===== config.mk =====
export PLATFORM = sky130hd
export DESIGN_NAME = board_power_monitor_sequencer
export DESIGN_NICKNAME = d
export VERILOG_FILES = /design/src/hw/rtl/bpms_pkg.sv /design/src/hw/rtl/board_power_monitor_sequencer.sv /design/src/hw/rtl/bpms_tick.sv
export SDC_FILE = /design/constraint.sdc
export NUM_CORES = 1
export LEC_CHECK = 0
export BUFFER_PORTS_ARGS = -buffer_cell sky130_fd_sc_hd__clkbuf_2
export CAP_MARGIN = 25
export CORE_ASPECT_RATIO = 1.4
export CORE_UTILIZATION = 45
export CTS_CLUSTER_SIZE = 25
export DETAILED_ROUTE_END_ITERATION = 6
export HOLD_SLACK_MARGIN = 0.03
export PLACE_DENSITY = 0.75
export SLEW_MARGIN = 20
export SYNTH_ARGS = -nofsm -noshare
export SYNTH_HDL_FRONTEND = slang
export SYNTH_HIERARCHICAL = 1
export SYNTH_SLANG_ARGS = --single-unit

===== constraint.sdc =====
create_clock -name clock -period 3.2 [get_ports clock]
set_clock_uncertainty 0.2 [all_clocks]
set_input_delay 0.32 -clock clock [delete_from_list [all_inputs] [get_ports clock]]
set_output_delay 0.32 -clock clock [all_outputs]
set_load 0.1 [all_outputs]

===== src/hw/rtl/bpms_pkg.sv =====
// Shared types, codes and helpers for the board power monitor sequencer.
// Used by bpms_tick and board_power_monitor_sequencer; no dependencies.
package bpms_pkg;

   // command codes
   localparam logic [2:0] CMD_POWER_ON  = 3'd0;
   localparam logic [2:0] CMD_POWER_OFF = 3'd1;
   localparam logic [2:0] CMD_RESET     = 3'd2;
   localparam logic [2:0] CMD_FAN1      = 3'd3;
   localparam logic [2:0] CMD_FAN2      = 3'd4;
   localparam logic [2:0] CMD_FAN_AUTO  = 3'd5;

   // power actions
   localparam logic [1:0] PWR_NONE = 2'd0;
   localparam logic [1:0] PWR_ON   = 2'd1;
   localparam logic [1:0] PWR_OFF  = 2'd2;

   // fan actions
   localparam logic [1:0] FAN_NONE = 2'd0;
   localparam logic [1:0] FAN_ONE  = 2'd1;
   localparam logic [1:0] FAN_TWO  = 2'd2;
   localparam logic [1:0] FAN_AUTO = 2'd3;

   // csr register indexes
   localparam logic [1:0] CSR_DEBOUNCE = 2'd0;
   localparam logic [1:0] CSR_BLANK    = 2'd1;
   localparam logic [1:0] CSR_LED      = 2'd2;

   localparam logic [7:0]  DEBOUNCE_RST = 8'd3;
   localparam logic [15:0] BLANK_RST    = 16'd200;
   localparam logic [7:0]  LED_RST      = 8'd5;
   localparam logic [6:0]  DUTY_MAX     = 7'd100;

   typedef struct packed {
      logic [7:0]  debounce_ticks;
      logic [15:0] startup_blank_ticks;
      logic [7:0]  led_toggle_ticks;
   } cfg_type;

   typedef struct packed {
      logic [15:0] blank_count;
      logic        blank_done;
      logic        accepted_level;
      logic [7:0]  mismatch_count;
      logic        power_flag;
      logic        trusted_flag;
      logic [7:0]  blink_count;
      logic        blink_phase;
      logic        led_level;
   } state_type;

   typedef struct packed {
      logic               feedback_level;
      logic               remote_reset_req;
      logic signed [15:0] duty_value;
      logic               duty_present;
      logic [2:0]         cmd_code;
      logic               cmd_valid;
   } item_type;

   // packed so bit 0 is power_action[0], matching rsp_tdata
   typedef struct packed {
      logic       monitoring_active;
      logic       state_trusted;
      logic       board_powered;
      logic       led_pin;
      logic       cmd_error;
      logic [6:0] fan_duty;
      logic [1:0] fan_action;
      logic [1:0] reset_pulses;
      logic [1:0] power_action;
   } result_type;

   function automatic logic [6:0] clamp_duty(input logic signed [15:0] duty);
      logic [6:0] res;
      if (duty[15]) begin
         res = 7'd0;
      end else if (duty > $signed({9'd0, DUTY_MAX})) begin
         res = DUTY_MAX;
      end else begin
         res = duty[6:0];
      end
      return res;
   endfunction

endpackage


===== src/hw/rtl/board_power_monitor_sequencer.sv =====
// Board power monitor sequencer top level: stream ports, csr registers,
// input and result registers. Depends on bpms_pkg and bpms_tick.
//
// One req transfer is one 50 ms poll tick; each produces exactly one rsp
// transfer with the power/reset/fan actions and the status flags.
// rsp_tvalid rises once the tick has passed through the input register
// and been written to the result register; a held result keeps the tick
// waiting in the input register. Throughput is one tick per cycle while
// rsp_tready is high; the debounce, blanking and blink state is updated
// in the same cycle in which a tick moves from the input register to the
// result register.
// The csr port writes debounce_ticks (0), startup_blank_ticks (1) and
// led_toggle_ticks (2); write only while no tick is in flight.
// Reset (synchronous) restores the csr defaults (3, 200, 5), clears both
// registers and returns the monitor to the blanking phase, LED pin high.
// When rsp_tready is low the result holds, the input register still
// fills, and req_tready drops once both are occupied.
module board_power_monitor_sequencer (
   input  logic        clock,
   input  logic        reset,
   input  logic        req_tvalid,
   output logic        req_tready,
   // [0] duty_present, [16:1] duty_value, [17] remote_reset_req,
   // [18] feedback_level, [23:19] zero
   input  logic [23:0] req_tdata,
   // [0] cmd_valid, [3:1] cmd_code
   input  logic [3:0]  req_tuser,
   output logic        rsp_tvalid,
   input  logic        rsp_tready,
   // [1:0] power_action, [3:2] reset_pulses, [5:4] fan_action,
   // [12:6] fan_duty, [13] cmd_error, [14] led_pin, [15] board_powered,
   // [16] state_trusted, [17] monitoring_active, [23:18] zero
   output logic [23:0] rsp_tdata,
   input  logic        csr_wr_en,
   input  logic [1:0]  csr_index,
   input  logic [15:0] csr_wdata
);
   import bpms_pkg::*;

   cfg_type    cfg_ff;
   cfg_type    cfg_in;
   state_type  st_ff;
   state_type  st_in;
   state_type  st_nxt;
   item_type   item_ff;
   item_type   item_in;
   result_type res_ff;
   result_type res_in;
   logic       in_valid_ff;
   logic       in_valid_in;
   logic       out_valid_ff;
   logic       out_valid_in;
   logic       advance;

   assign advance    = in_valid_ff && (!out_valid_ff || rsp_tready);
   assign req_tready = !in_valid_ff || advance;
   assign rsp_tvalid = out_valid_ff;
   assign rsp_tdata  = {6'd0, res_ff};

   assign item_in = '{
      feedback_level:   req_tdata[18],
      remote_reset_req: req_tdata[17],
      duty_value:       req_tdata[16:1],
      duty_present:     req_tdata[0],
      cmd_code:         req_tuser[3:1],
      cmd_valid:        req_tuser[0]
   };

   bpms_tick u_tick (
      .cfg  (cfg_ff),
      .cur  (st_ff),
      .item (item_ff),
      .nxt  (st_nxt),
      .res  (res_in)
   );

   always_comb begin
      cfg_in = cfg_ff;
      if (csr_wr_en) begin
         case (csr_index)
            CSR_DEBOUNCE: cfg_in.debounce_ticks      = csr_wdata[7:0];
            CSR_BLANK:    cfg_in.startup_blank_ticks = csr_wdata;
            CSR_LED:      cfg_in.led_toggle_ticks    = csr_wdata[7:0];
            default: ;
         endcase
      end
   end

   assign st_in        = advance ? st_nxt : st_ff;
   assign in_valid_in  = req_tvalid ? 1'b1 : (advance ? 1'b0 : in_valid_ff);
   assign out_valid_in = advance ? 1'b1 : (rsp_tready ? 1'b0 : out_valid_ff);

   always_ff @(posedge clock) begin
      if (reset) begin
         cfg_ff       <= '{debounce_ticks: DEBOUNCE_RST, startup_blank_ticks: BLANK_RST,
                           led_toggle_ticks: LED_RST};
         st_ff        <= '{blank_count: 16'd0, blank_done: 1'b0, accepted_level: 1'b1,
                           mismatch_count: 8'd0, power_flag: 1'b0, trusted_flag: 1'b0,
                           blink_count: 8'd0, blink_phase: 1'b0, led_level: 1'b1};
         in_valid_ff  <= 1'b0;
         out_valid_ff <= 1'b0;
      end else begin
         cfg_ff       <= cfg_in;
         st_ff        <= st_in;
         in_valid_ff  <= req_tready ? in_valid_in : in_valid_ff;
         out_valid_ff <= out_valid_in;
      end
   end

   always_ff @(posedge clock) begin
      if (req_tvalid && req_tready) begin
         item_ff <= item_in;
      end
      if (advance) begin
         res_ff <= res_in;
      end
   end

   // monitoring never turns off again once blanking ends
   a_blank_sticky: assert property (@(posedge clock) disable iff (reset)
      st_ff.blank_done |=> st_ff.blank_done)
      else $error("blanking restarted");

   a_blank_trusted: assert property (@(posedge clock) disable iff (reset)
      st_ff.blank_done |-> st_ff.trusted_flag)
      else $error("monitoring active but state not trusted");

   a_led_unpowered: assert property (@(posedge clock) disable iff (reset)
      (out_valid_ff && !res_ff.board_powered) |-> res_ff.led_pin)
      else $error("LED low while unpowered");

   a_duty_range: assert property (@(posedge clock) disable iff (reset)
      out_valid_ff |-> (res_ff.fan_duty <= DUTY_MAX))
      else $error("fan duty out of range");

   a_err_no_fan: assert property (@(posedge clock) disable iff (reset)
      (out_valid_ff && res_ff.cmd_error) |-> (res_ff.fan_action == FAN_NONE))
      else $error("fan action with command error");

endmodule


===== src/hw/rtl/bpms_tick.sv =====
// Next-state and result logic for one poll tick: command decode, remote
// reset, blanking, feedback debounce and LED blink. Depends on bpms_pkg.
module bpms_tick (
   input  bpms_pkg::cfg_type    cfg,
   input  bpms_pkg::state_type  cur,
   input  bpms_pkg::item_type   item,
   output bpms_pkg::state_type  nxt,
   output bpms_pkg::result_type res
);
   import bpms_pkg::*;

   logic [15:0] blank_inc;
   logic [7:0]  mismatch_inc;
   logic [7:0]  blink_inc;
   logic [1:0]  power_action;
   logic [1:0]  pulses;
   logic [1:0]  fan_action;
   logic [6:0]  fan_duty;
   logic        err;

   assign blank_inc    = cur.blank_count + 16'd1;
   assign mismatch_inc = cur.mismatch_count + 8'd1;

   always_comb begin
      nxt          = cur;
      power_action = PWR_NONE;
      pulses       = 2'd0;
      fan_action   = FAN_NONE;
      fan_duty     = 7'd0;
      err          = 1'b0;
      blink_inc    = cur.blink_count + 8'd1;

      if (item.cmd_valid) begin
         case (item.cmd_code)
            CMD_POWER_ON: begin
               power_action     = PWR_ON;
               nxt.power_flag   = 1'b1;
               nxt.trusted_flag = 1'b1;
            end
            CMD_POWER_OFF: begin
               power_action     = PWR_OFF;
               nxt.power_flag   = 1'b0;
               nxt.trusted_flag = 1'b1;
            end
            CMD_RESET: pulses = 2'd1;
            CMD_FAN1, CMD_FAN2: begin
               if (item.duty_present) begin
                  fan_action = (item.cmd_code == CMD_FAN1) ? FAN_ONE : FAN_TWO;
                  fan_duty   = clamp_duty(item.duty_value);
               end else begin
                  err = 1'b1;
               end
            end
            CMD_FAN_AUTO: fan_action = FAN_AUTO;
            default: ;
         endcase
      end

      if (item.remote_reset_req) begin
         pulses = pulses + 2'd1;
      end

      // blanking tick never samples feedback
      if (!cur.blank_done) begin
         nxt.blank_count = blank_inc;
         if (blank_inc >= cfg.startup_blank_ticks) begin
            nxt.blank_done   = 1'b1;
            nxt.trusted_flag = 1'b1;
         end
      end else if (item.feedback_level != cur.accepted_level) begin
         nxt.mismatch_count = mismatch_inc;
         if (mismatch_inc >= cfg.debounce_ticks) begin
            nxt.accepted_level = item.feedback_level;
            nxt.mismatch_count = 8'd0;
            nxt.power_flag     = ~item.feedback_level;
            power_action       = item.feedback_level ? PWR_OFF : PWR_ON;
         end
      end else begin
         nxt.mismatch_count = 8'd0;
      end

      if (nxt.power_flag) begin
         nxt.blink_count = blink_inc;
         if (blink_inc >= cfg.led_toggle_ticks) begin
            nxt.blink_count = 8'd0;
            nxt.blink_phase = ~cur.blink_phase;
            nxt.led_level   = ~cur.blink_phase;
         end
      end else begin
         nxt.blink_count = 8'd0;
         nxt.blink_phase = 1'b0;
         nxt.led_level   = 1'b1;
      end

      res.power_action      = power_action;
      res.reset_pulses      = pulses;
      res.fan_action        = fan_action;
      res.fan_duty          = fan_duty;
      res.cmd_error         = err;
      res.led_pin           = nxt.led_level;
      res.board_powered     = nxt.power_flag;
      res.state_trusted     = nxt.trusted_flag;
      res.monitoring_active = nxt.blank_done;
   end

endmodule

==> impl_metrics.toml, run 1 <==
[outcome]
violations = "setup timing"
status = "complete, but fails checks"

[route]
finalWirelength_mm = 13.9
ant_nets = 0
drt_iter0_markers = 221
post_drt_via_cell_ratio = 5.12
via_count = 4983
drc = 0
first_pass_iters = 7
avgRoutedWirePerCell_um = 14.3

[cells_and_area]
fin_cells = 974
fin_util_pct = 59.0
fill_cells = 1146
num_antenna_cells = 0
area.growth.synth_to_final_pct = 26.4
layout-drive-gt1-share_pct = 21.0
finalNetCount = 867

[setup_path]
worstReg2RegStart = "st_ff[26]"
crit_required_ns = 3.25
start_kind = "flop"
end_kind = "flop"
startpoint = "st_ff[26]"
crit_path_max_fanout = 2
r2r_slack_ns = -0.12
arrival_ns = 3.38
criticalPathCategory = "reg -> reg"

[global_route]
grt.busiest_layer = "met2"
grt_pass1_wl_mm = 22.7
grtUsageMet3_pct = 4.62
use_met1_pct = 20.1
first_global_vias = 5112
grt_max_degree = 57
overflow = 0
grt_usage_pct = 20.0
antenna_found_initial = 0
grtUsageMet2_pct = 37.9

[sta]
max_slew_margin_pct = 40.5
min_period_over_period_pct = 104
setup_ws_ns = -0.125
finalCriticalPeriod_ns = 3.32
tightest_slew_ns = 0.893
rsz0062_at_grt = "yes"
drv_slew = 0
fmax_mhz = 301
hold_viol = 0
setup_viol = 4
fin_hold_ws_ns = 0.0818

[yosys]
netlist_instances = 663
synth-async-reset-ratio_pct = 0
synth-simple-area-share_pct = 22.9
synth_xor_area_share_pct = 5.83
syn_area_um2 = 6310
synthMuxAreaShare_pct = 7.65
yosysUniqueCellTypes = 52
avgSynthCellArea_um2 = 9.52
synth-seq-cells = 113
synth_top_family_by_area = "simple AND/OR/NAND/NOR gates"
yosys_most_used_dff = "dfxtp_1"
synthesis.yosys.warnings = 6
ys_seq_area_share_pct = 42.3
synth-edff-count = 41
synth-compound-area-share_pct = 7.95
synthAdderAreaFrac_pct = 7.14

[floorplan]
io-pin-count = 77
die_y_um = 142
rows = 50
die_x_um = 102
core_um2 = 13500
start_util_pct = 46.7
die_area_um2 = 14500

[clocking]
numCtsBuffers = 17
htree_levels = 4
path_clk_slew_ns = 0.06
clk_latency_ns = 0.41
clk_path_buf_depth = 2
cts_root_buf = "clkbuf_16"
cts_sinks = 113
cts_tree = "built"

[flow_run]
maxCapViolations = 0

[hold_path]
hold_class = "in -> reg"
hp-start = "rsp_tready"

[placement]
dp_hpwl_mm = 9.33
io_buffers = 65
globalplace.congestion = 0.846
dp.cells = 901

[power]
leakage_nw = 3.25
p_per_area_nw_per_um2 = 495
peakVddDrop_uv = 376
==> layout by cell type, fill, tap and decap left out, types with 13 or more instances in the layout <==
master          n
edfxtp_1       41
nor2_1         41
xnor2_1        19
nand2_1        68
nor3_1         18
nand2b_1       75
nand3_1        13
buf_4          29
mux2i_1        46
inv_1          32
ha_1           36
clkbuf_16      17
dlygate4sd3_1  40
a21oi_1        34
dfxtp_1        62
xor2_1         21
clkbuf_2       65
==> cell families (layout without fill, tap and decap cells) <==
logic type,Yosys count,after routing
muxes,48,48
adders and majority gates,36,36
xor gates and xnor gates,42,42
and+or+nand+nor,270,270
DFF,113,113
buffers and inverters,75,199
AOI/OAI and AO/OA,78,78
other,1,6
==> sequential cells by signal, summed over array words and instances, names as in the netlist <==
register / flops
rsp_tdata: 18
rsp_tvalid: 1
st_ff: 38
in_valid_ff: 1
cfg_ff: 32
item_ff: 23
==> per-layer routing <==
metal	vias to the layer above	share of wire (%)
met3	35	2.7
met2	105	56
li1	2486	-
met4	0	3.4
met5	-	0
met1	2357	38
==> worst max-delay path, stage by stage, from the launching register on <==
cell and delay [ns]:
dfxtp_4 0.34, nand3_2 0.08, or4_4 0.50, or2_4 0.26
xnor2_1 0.13, ha_1 0.30, and2_4 0.15, a221o_1 0.30
a221o_1 0.40, a211oi_4 0.26, nand2_1 0.11, nand2b_1 0.08
mux2i_1 0.06
==> cell usage after synthesis (3+ instances only) <==
cell type / count / share of area, %
a211oi_1: 10 / 1.2
a21oi_1: 35 / 2.8
a22o_1: 6 / 0.83
and2_1: 6 / 0.59
and3_1: 4 / 0.40
and3b_1: 3 / 0.42
buf_2: 10 / 0.79
buf_4: 15 / 1.8
clkbuf_1: 12 / 0.71
dfxtp_1: 72 / 23
edfxtp_1: 41 / 20
ha_1: 36 / 7.1
inv_1: 33 / 2.0
mux2i_1: 46 / 7.3
nand2_1: 68 / 4.0
nand2b_1: 75 / 7.4
nand3_1: 14 / 1.1
nand3b_1: 3 / 0.36
nand4_1: 4 / 0.40
nor2_1: 45 / 2.7
nor2b_1: 6 / 0.59
nor3_1: 19 / 1.5
nor3b_1: 8 / 0.95
nor4_1: 3 / 0.30
o21a_1: 5 / 0.59
o21ai_0: 10 / 0.79
xnor2_1: 19 / 2.6
xor2_1: 23 / 3.2
==> where the power goes <==
part / switching (W) / leakage, nW / internal, W
registers: 0.0000236 / 0.975 / 0.00154
logic: 0.000246 / 1.97 / 0.000133
clock network: 0.000698 / 0.305 / 0.00131
==> metrics by stage <==
stage / TNS, ns / setup slack [ns] / instance area, um^2 / power (W)
2_1_floorplan: -0.178 / -0.102 / 6370 / 0.00185
3_3_place_gp: -0.0513 / -0.0301 / 6870 / 0.00191
3_5_place_dp: -0.489 / -0.147 / 6870 / 0.00192
4_1_cts: -0.530 / -0.158 / 7920 / 0.00398
5_1_grt: -0.754 / -0.223 / 7980 / 0.00408
6_report: -0.386 / -0.125 / 7980 / 0.00395
==> repair_timing <==
| item | 4_1_cts | 5_1_grt |
|---|---|---|
| endpoints found under the setup margin | 10 | 26 |
| buffers inserted | 1 | 1 |
| hold endpoints to repair | 49 | 0 |
| hold buffers | 40 | 0 |
| resized for setup | 3 | 16 |
| pin swaps | 4 | 2 |
==> path summary, 6_finish.rpt <==
path	end	depth (start not counted)
setup reg to reg	st_ff[21]	12
hold reg to reg	cfg_ff[20]	2
setup / recovery	st_ff[21]	12
hold / removal	in_valid_ff	4
==> cell type report <==
cell class	instances	area, um^2	share of cell area [%]
Clock buffer	17	425	5.33
Sequential cell	113	2700	33.8
Timing Repair Buffer	135	955	12.0
Inverter	33	124	1.55
Tap cell	182	228	2.86
Multi-Input combinational cell	480	3340	41.9
Clock inverter	14	206	2.59
(Power assumes the default switching activity.)
==> inputs of run 2 (changes only) <==
CELL_PAD_IN_SITES_DETAIL_PLACEMENT = 0   (was default)
CELL_PAD_IN_SITES_GLOBAL_PLACEMENT = 2   (was default)
CORE_UTILIZATION = 33   (was 45)
PLACE_DENSITY = 0.84   (was 0.75)
==> run 2 against run 1 <==
The flow still finishes with violations (setup timing). Non-clock buffer count increased by 11. First-iteration DRC count rose by 5.9%. Global-route usage is 5.3 points lower. Critical path depth rose by 1. Cell count grew 7.6%. Via count decreased by 1.4%. Routed wire length is 0.42% lower. Worst setup slack better by 0.061 ns. Critical path type unchanged. Critical endpoint is now st_ff[10]. Largest cell class unchanged. Highest routed layer unchanged.
==> impl_metrics.toml, run 2 (synthesis results as in run 1) <==
[route]
drc = 0
post_drt_via_cell_ratio = 4.69
avgRoutedWirePerCell_um = 13.2
first_pass_iters = 4
drt_iter0_markers = 234
ant_nets = 0
finalWirelength_mm = 13.9
via_count = 4915

[sta]
fmax_mhz = 306
fin_setup_tns_ns = -0.178
hold_viol = 0
setup_ws_ns = -0.0636
setup_viol = 4
min_period_over_period_pct = 102
rsz0062_at_grt = "yes"
max_slew_margin_pct = 47.3
drv_slew = 0
finalCriticalPeriod_ns = 3.26
tightest_slew_ns = 0.791
fin_hold_ws_ns = 0.223

[floorplan]
die_area_um2 = 19700
io-pin-count = 77
die_x_um = 119
rows = 59
core_um2 = 18700
die_y_um = 166
start_util_pct = 33.8

[global_route]
overflow = 0
grt_usage_pct = 14.7
antenna_found_initial = 0
grt_max_degree = 57
first_global_vias = 4857
grt_pass1_wl_mm = 23.2

[flow_run]
maxCapViolations = 0

[clocking]
cts_sinks = 113
cts_root_buf = "clkbuf_16"
numCtsBuffers = 17
clk_latency_ns = 0.41
htree_levels = 4
cts_tree = "built"
path_clk_slew_ns = 0.06
clk_path_buf_depth = 2

[setup_path]
worstReg2RegStart = "st_ff[24]"
worst_r2r_path_depth = 13
criticalPathCategory = "reg -> reg"
crit_chain = "nand2_4 > or4_4 > or2_4 > xnor2_2 > ha_1 > and2_4 > a221o_1 > a221o_1 > a211oi_2 > buf_4 > o21ai_2 > nand2b_1 > mux2i_1"
arrival_ns = 3.35
path_delay_family = "simple AND/OR/NAND/NOR gates"
slowest_delay_ns = 0.51
end_kind = "flop"
worst-path-buf-inv = 1
start_kind = "flop"
crit_path_max_fanout = 4
crit_required_ns = 3.28
slowest_stage = "or4_4"
reg2reg_to = "st_ff[10]"
crit_path_frequent_cell = "a221o_1"
r2r_slack_ns = -0.06

[cells_and_area]
area.growth.synth_to_final_pct = 28.5
largest_reg_flops = 38
layout-drive-gt1-share_pct = 21.4
fill_cells = 1811
fin_util_pct = 43.4
finalNetCount = 878
final_common_cell = "nand2b_1"
mostFrequentLayoutCells = "75 x nand2b_1, 67 x nand2_1, 65 x clkbuf_2"
largest_registers = "st_ff: 38 flops, cfg_ff: 32 flops, item_ff: 23 flops"
largest_register = "st_ff"
seqCellArea_um2 = 2690
num_antenna_cells = 0
multi_input_area_um2 = 3330

[placement]
dp_hpwl_mm = 9.81
globalplace.congestion = 0.771
io_buffers = 65

[power]
p_per_area_nw_per_um2 = 471
peakVddDrop_uv = 305
leakage_nw = 3.34

[hold_path]
hp-start = "csr_index[1]"
worstHoldEndpoint = "cfg_ff[25]"
hold_class = "in -> reg"
min_path_cells = 4

[outcome]
status = "complete, but fails checks"
violations = "setup timing"
## run 2: cell count changes in the layout (fill, tap and decap cells not counted), moves of 2 or more
cell,before,now
xor2_1,21,23
nor2_2,4,0
inv_6,4,6
inv_8,0,3
nor2_1,41,45
xor2_2,2,0
nand2_4,0,2
clkinv_4,5,3
bufinv_16,4,1
buf_12,0,2
buf_4,29,38
## run 2: repair_timing
item | 4_1_cts | 5_1_grt
hold endpoints to repair | 49 | 0
gates resized for setup | 5 | 8
endpoints found under the setup margin | 4 | 24
cloned | 0 | 0
setup buffers | 2 | 1
pin swaps | 2 | 2
hold buffers | 41 | 0
## run 2: power by group
| group | total, W | internal [W] | leakage [nW] | switching [W] |
|---|---|---|---|---|
| Sequential | 0.00156 | 0.00153 | 0.975 | 0.0000223 |
| Combinational | 0.000380 | 0.000137 | 2.07 | 0.000243 |
| Clock | 0.00188 | 0.00111 | 0.288 | 0.000775 |
| Total | 0.00382 | 0.00278 | 3.34 | 0.00104 |
## run 2: area by class of cell
type                            instances  share of cell area [%]
Timing Repair Buffer                  146                    13.1
Clock inverter                         15                    2.05
Multi-Input combinational cell        480                    41.1
Inverter                               33                    1.53
Clock buffer                           17                    5.25
Sequential cell                       113                    33.2
Tap cell                              244                    3.76
## run 2: stage by stage
step | power [W] | area [um^2] | std cells | setup slack (ns)
6_report | 0.00382 | 8110 | 1048 | -0.0636
5_1_grt | 0.00396 | 8110 | 1048 | -0.202
4_1_cts | 0.00387 | 8070 | 1047 | -0.0576
3_5_place_dp | 0.00193 | 7040 | 972 | -0.101
3_3_place_gp | 0.00192 | 7040 | 972 | -0.0552
2_1_floorplan | 0.00185 | 6370 | 668 | -0.102
## run 2: worst max-delay path by stage
| stage | to | depth (start not counted) | startpoint | slack [ns] |
|---|---|---|---|---|
| after floorplan | rsp_tdata[16] | 13 | st_ff[28] | -0.10 |
| after global placement | rsp_tdata[16] | 11 | st_ff[23] | -0.06 |
| after detailed placement | st_ff[10] | 13 | st_ff[23] | -0.10 |
| after CTS | st_ff[10] | 13 | st_ff[26] | -0.06 |
| after global routing | st_ff[10] | 13 | st_ff[26] | -0.20 |
| final | st_ff[10] | 13 | st_ff[24] | -0.06 |
## run 2: worst register-to-register path: stages, from the launching register on
cell	delay, ns
dfxtp_4	0.35
nand2_4	0.05
or4_4	0.51
or2_4	0.27
xnor2_2	0.14
ha_1	0.30
and2_4	0.15
a221o_1	0.29
a221o_1	0.34
a211oi_2	0.16
buf_4	0.17
o21ai_2	0.07
nand2b_1	0.07
mux2i_1	0.07
## run 2: per-layer routing
| metal | routed length (um) | vias up | global-route usage (%) | part of all wire (%) |
|---|---|---|---|---|
| met1 | 5960 | 2324 | 16.5 | 43 |
| met4 | 195 | 0 | 5.06 | 1.4 |
| met5 | 0 | - | 0 | 0 |
| li1 | - | 2507 | - | - |
| met3 | 297 | 17 | 2.75 | 2.1 |
| met2 | 7420 | 67 | 27.4 | 53 |
